==> config.mk <==
export PLATFORM = sky130hd
export DESIGN_NAME = fbpa_div
export DESIGN_NICKNAME = d
export VERILOG_FILES = /design/src/rtl/fbpa_div.sv
export SDC_FILE = /design/constraint.sdc
export NUM_CORES = 1
export LEC_CHECK = 0
export BUFFER_PORTS_ARGS = -buffer_cell sky130_fd_sc_hd__buf_2
export CAP_MARGIN = 20
export CORE_MARGIN = 4
export CORE_UTILIZATION = 49
export CTS_CLUSTER_SIZE = 25
export DETAILED_ROUTE_END_ITERATION = 12
export GPL_ROUTABILITY_DRIVEN = 0
export PLACE_DENSITY = 0.76
export SLEW_MARGIN = 20
export SYNTH_ARGS = -nofsm -noshare
export SYNTH_HDL_FRONTEND = slang
export SYNTH_SLANG_ARGS = --single-unit
==> constraint.sdc <==
create_clock -name i_clk -period 2.48 [get_ports i_clk]
set_input_delay 0.496 -clock i_clk [delete_from_list [all_inputs] [get_ports i_clk]]
set_output_delay 0.496 -clock i_clk [all_outputs]
set_load 0.03 [all_outputs]
==> src/rtl/fbpa_div.sv <==
`default_nettype none

// restoring divider, one quotient bit per cycle
module fbpa_div #(
    parameter int DW = 32,
    parameter int VW = 16
) (
    input  wire logic          i_clk,
    input  wire logic          i_rst_n,
    input  wire logic          i_start,
    input  wire logic [DW-1:0] i_dividend,
    input  wire logic [VW-1:0] i_divisor,
    output logic               o_done,
    output logic [DW-1:0]      o_quotient
);

    localparam int CNTW = (DW > 1) ? $clog2(DW) : 1;

    logic            r_busy;
    logic            r_done;
    logic [CNTW-1:0] r_cnt;
    logic [DW-1:0]   r_quo;
    logic [VW-1:0]   r_rem;
    logic [VW-1:0]   r_div;
    logic [VW:0]     w_trial;
    logic            w_fit;
    logic [VW:0]     w_diff;

    assign w_trial = {r_rem, r_quo[DW-1]};
    assign w_fit   = (w_trial >= {1'b0, r_div});
    assign w_diff  = w_trial - {1'b0, r_div};

    always_ff @(posedge i_clk) begin
        if (!i_rst_n) begin
            r_busy <= 1'b0;
            r_done <= 1'b0;
            r_cnt  <= '0;
        end else begin
            r_done <= 1'b0;
            if (i_start) begin
                r_busy <= 1'b1;
                r_cnt  <= '0;
                r_quo  <= i_dividend;
                r_rem  <= '0;
                r_div  <= i_divisor;
            end else if (r_busy) begin
                r_quo <= {r_quo[DW-2:0], w_fit};
                r_rem <= w_fit ? w_diff[VW-1:0] : w_trial[VW-1:0];
                r_cnt <= r_cnt + CNTW'(1);
                if (r_cnt == CNTW'(DW - 1)) begin
                    r_busy <= 1'b0;
                    r_done <= 1'b1;
                end
            end
        end
    end

    assign o_done     = r_done;
    assign o_quotient = r_quo;

endmodule

`default_nettype wire
Yosys cells after proc, flatten, opt, wreduce, memory -nomap -nowiden --
Index checks and enable logic that the tools add are counted.
Storage, ports and cells: output and inout bits 33, bits in latches 0, RAM bits 0, memory bits (read-only) 0, memories 0, bits in registers 71
Operators by class: shift-type cells 0, order comparisons 1, mux-type cells 8, eq/ne operators 1, multipliers 0, $add $sub $neg 2, divide/modulo/power cells 0, bitwise logic cells 2, reductions and logical operators 5
Operators by type and width (count):
- 32-bit two-way mux | 2
- 16-bit two-way mux | 2
- 17-bit by 16-bit greater-or-equal comparator with 1-bit output | 1
- 16-bit subtractor | 1
- 5-bit by 1-bit adder with 5-bit output (second input constant) | 1
- 5-bit == test (second input constant) | 1
- 1-bit two-way mux | 4
- 2-bit AND reduction | 2
- 3-bit OR reduction | 1
- 1-bit inverter | 2
- 2-bit nonzero test | 1
- 2-bit OR reduction | 1

Longest topological paths before layout --
depth in word-level cells 4, gate-level depth with buffers 10, gate-level depth less buffers 10

Worst setup path after synthesis --
Ideal clock, no wire load.
path type flip-flop to flip-flop, start register r_quo[31], in the netlist o_quotient[31], end register r_rem[12], data pin, cell stages (with the launch flop) 11, slack 57 ps, setup time 148 ps, clock period less this slack 2423 ps, arrival 2275 ps, buffers on the path 0, cell sequence edfxtp_1 -> inv_1 -> ha_1 -> fa_1 -> nor2b_1 -> o31a_2 -> o21ai_1 -> a2111oi_0 -> a41o_1 -> o21ai_0 -> a21oi_1
On the way: cells in the longest elaborated chain, start to end 3
RTL lines:
- start: declaration | line 22 | logic [DW-1:0] r_quo;
- start signal: assignment | line 43 | r_quo <= i_dividend;
- start signal: assignment | line 47 | r_quo <= {r_quo[DW-2:0], w_fit};
- 16-bit subtractor / 17-bit by 16-bit greater-or-equal comparator with 1-bit output (equally long branches) | line 31, 30
- 16-bit two-way mux * | line 48 | r_rem <= w_fit ? w_diff[VW-1:0] : w_trial[VW-1:0];
- 16-bit two-way mux * | line 46 | end else if (r_busy) begin
- end signal: assignment | line 48
- end: declaration | line 23 | logic [VW-1:0] r_rem;
Mark *: on every way between the ends. The rest lies on a longest branch, timed or not. The select of a mux whose other input is x is not followed. A chain may end at the register's enable or synchronous reset.

Final worst setup path --
start register r_rem[5], end register r_rem[6], data pin
On the way: cells in the longest elaborated chain, start to end 3
RTL lines (line):
- 16-bit subtractor / 17-bit by 16-bit greater-or-equal comparator with 1-bit output (equally long branches) | 31, 30
- 16-bit two-way mux * | 48
- 16-bit two-way mux * | 46
Marks and branches as above.

==> flow_summary.ini <==
[run_status]
outcome = complete, no violations

[critical_path]
slowest_delay_ns = 0.44
crit_slowest_cell = edfxtp_1
end_kind = flip-flop
r2r_cells = 8
worstPathArrival_ns = 2.47
cp.required_ns = 2.57
r2r-start = r_rem[5]
path_class = flip-flop to flip-flop
crit_fanout = 13
critPathLaunchType = flip-flop
reg2reg_setup_slack_ns = 0.10
r2r_end = r_rem[6]
path_cells = ha_4 > a21o_1 > o41ai_4 > o311ai_2 > a21o_2 > buf_12 > mux2i_1 > nor2_1

[sta]
fmax_ghz = 0.420
tightest_slew_ns = 0.457
hold_violations = 0
relSlewSlack_pct = 69.5
rsz0062_at_grt = yes
final_max_slew_viol_count = 0
setup-violations-final = 0
timing.hold.ws_ns = 0.322
fin_setup_tns_ns = 0
post-route-min-period_ns = 2.38
skew_ns = 0.00961
fin_crit_sh_pct = 95.9

[drt]
vias_per_cell = 5.26
wl_met2_um = 3740
drt_iter0_drc = 99
antenna_left = 0
routed.top_layer = met4
num_vias = 2642
post_drt_wl_per_cell_um = 15.8
wl_met1_um = 3370
drc = 0
wl_um = 7920
wl_met3_um = 686
first_pass_iters = 5

[cts]
tritoncts = built
insertion_delay_ns = 0.35
clock_path_buffers = 2
cts.root.buffer_cell = clkbuf_8
clock_sinks = 71
cts_buffers = 9
ctsHoldBuffers = 0
htreeDepth = 3
clkTransAtPathRegs_ns = 0.08

[die]
io_pins = 84
die_h_um = 95.0
core_area_mm2 = 0.00729
dieArea_mm2 = 0.00903
start_util_pct = 50.9
num_rows = 31
die_x_um = 95.0

[cells_and_area]
final_nets = 468
regArea_mm2 = 0.00206
drive_above_1_share_pct = 41.4
multiInputGateArea_mm2 = 0.00158
final_cell_count_no_fill = 502
fill_cells = 592
antennaDiodeCount = 0
syn_to_final_growth_pct = 25.0

[yosys]
ys_ff_latch = 71
synthArstFlopShare_pct = 0
seq_area_frac_synth_pct = 55.6
yosysUniqueCellTypes = 50
syn-instance-count = 295
yosys_warnings = 0
ys.flop_type = edfxtp_1
syn_avg_cell_area_um2 = 12.6
synth_edf_count = 64
syn_area_mm2 = 0.00371
synth_nets = 365

[power_and_ir_drop]
power_density_mw_per_mm2 = 688
peakVddDrop_mv = 0.398
leakage_nw = 1.99

[placed_design]
dp.cells = 485
dp_hpwl_um = 5820
portBuffers = 83

[worst_hold_path]
hold_class = input pin to flip-flop
holdCritStartpoint = i_divisor[5]
holdPathStages = 1
hold_end = r_div[5]

[grt]
grt.overflow.total = 0
grt_usage_pct = 18.5
grt_pass1_wl_um = 12800
antenna_found_initial = 0
grt_max_degree = 22
grt_pass1_vias = 2723

[run]
drv_cap = 0
-- worst max path at each step --
stage / start / to / slack [ns] / cells after the start
floorplan: o_quotient[31] / r_rem[12] / 0.06 / 10
global placement: o_quotient[31] / r_rem[14] / 0.15 / 11
detailed placement: r_rem[0] / r_rem[10] / 0.05 / 9
CTS: o_quotient[31] / r_rem[14] / 0.004 / 11
global route: o_quotient[31] / r_rem[12] / -0.008 / 10
finish: r_rem[5] / r_rem[6] / 0.10 / 8
-- sequential cells by signal, summed over array words and instances, names as in the netlist --
register,flops
r_cnt,5
o_done,1
r_div,16
r_rem,16
o_quotient,32
r_busy,1
-- metrics by stage --
step	utilization (%)	instance area [µm²]	worst slack, ns	total power (W)
2_1_floorplan	-	3710	0.0567	0.00203
3_3_place_gp	60.0	4370	0.153	0.00224
3_5_place_dp	60.0	4370	0.0494	0.00226
4_1_cts	62.6	4570	0.00426	0.00316
5_1_grt	63.6	4640	-0.00817	0.00334
6_report	63.6	4640	0.101	0.00319
-- cell usage after synthesis (all sizes together) (2+ instances only) --
master / number / share of area, %
nand4: 4 / 0.67
xnor2: 10 / 2.4
o21ai: 8 / 1.1
dfxtp: 7 / 3.8
o21a: 6 / 1.2
mux2i: 10 / 2.7
buf: 4 / 0.81
ha: 18 / 6.1
clkbuf: 7 / 0.71
a21oi: 14 / 2.0
a31oi: 2 / 0.34
a21o: 8 / 1.7
nand2: 18 / 1.8
xor2: 4 / 0.94
nor2: 24 / 2.4
o211ai: 2 / 0.54
mux2: 32 / 9.8
nand3: 4 / 0.54
edfxtp: 64 / 52
a211oi: 5 / 1.3
nand2b: 2 / 0.34
inv: 21 / 2.1
-- report_power, final --
group | total [W] | switching [W] | leakage [nW] | internal (W)
registers | 0.00146 | 0.0000452 | 0.668 | 0.00142
clock network | 0.000910 | 0.000456 | 0.102 | 0.000454
logic | 0.000818 | 0.000440 | 1.22 | 0.000378
total | 0.00319 | 0.000941 | 1.99 | 0.00225
-- critical path, delay by kind of cell (launching register included) --
| kind | cells | cell delay [ns] |
|---|---|---|
| fa+ha+maj | 1 | 0.29 |
| compound gates | 4 | 1.03 |
| buf+inv | 1 | 0.16 |
| flops | 1 | 0.44 |
| mux | 1 | 0.15 |
| simple gates | 1 | 0.06 |
-- final cells by class --
cell class,count,share of cell area [%]
Sequential cell,71,44.5
Multi-Input combinational cell,192,34.0
Timing Repair Buffer,103,13.0
Clock buffer,12,3.59
Tap cell,99,2.67
Inverter,21,1.70
Clock inverter,4,0.593
-- timing repair --
action / 4_1_cts / 5_1_grt
gates resized for setup: 0 / 12
endpoints found under the setup margin: 0 / 17
setup buffers: 0 / 1
-- kinds of logic (layout without fill, tap and decap cells) --
| kind of cell | after synthesis | after routing | share of synthesized area [%] |
|---|---|---|---|
| flops | 71 | 71 | 55.6 |
| simple gates | 60 | 60 | 7.29 |
| compound gates | 57 | 57 | 11.1 |
| mux | 42 | 42 | 12.5 |
| buf+inv | 32 | 140 | 3.64 |
| fa+ha+maj | 19 | 19 | 6.61 |
| xor+xnor | 14 | 14 | 3.31 |
-- cell usage in the layout (no fill, tap or decap), types with 3 or more instances in the layout --
cell type,synthesis,layout
o21ai_0,7,6
a21oi_1,13,13
xnor2_1,10,10
edfxtp_1,64,64
dfxtp_1,7,7
nor2_1,24,24
mux2i_1,10,10
nand4_1,4,4
a211oi_1,3,3
a21o_1,7,7
o21a_1,6,5
xor2_1,4,4
nand2_1,18,17
inv_1,21,21
mux2_2,31,31
buf_12,0,3
buf_2,0,83
nand3_1,4,4
ha_1,18,16
buf_4,0,17
clkbuf_8,0,10
-- routing by layer --
metal,vias up,track usage [%]
met5,-,0
met4,0,7.09
met3,16,6.63
met2,83,29.2
met1,1250,23.4
li1,1293,-
(Power assumes the default switching activity.)
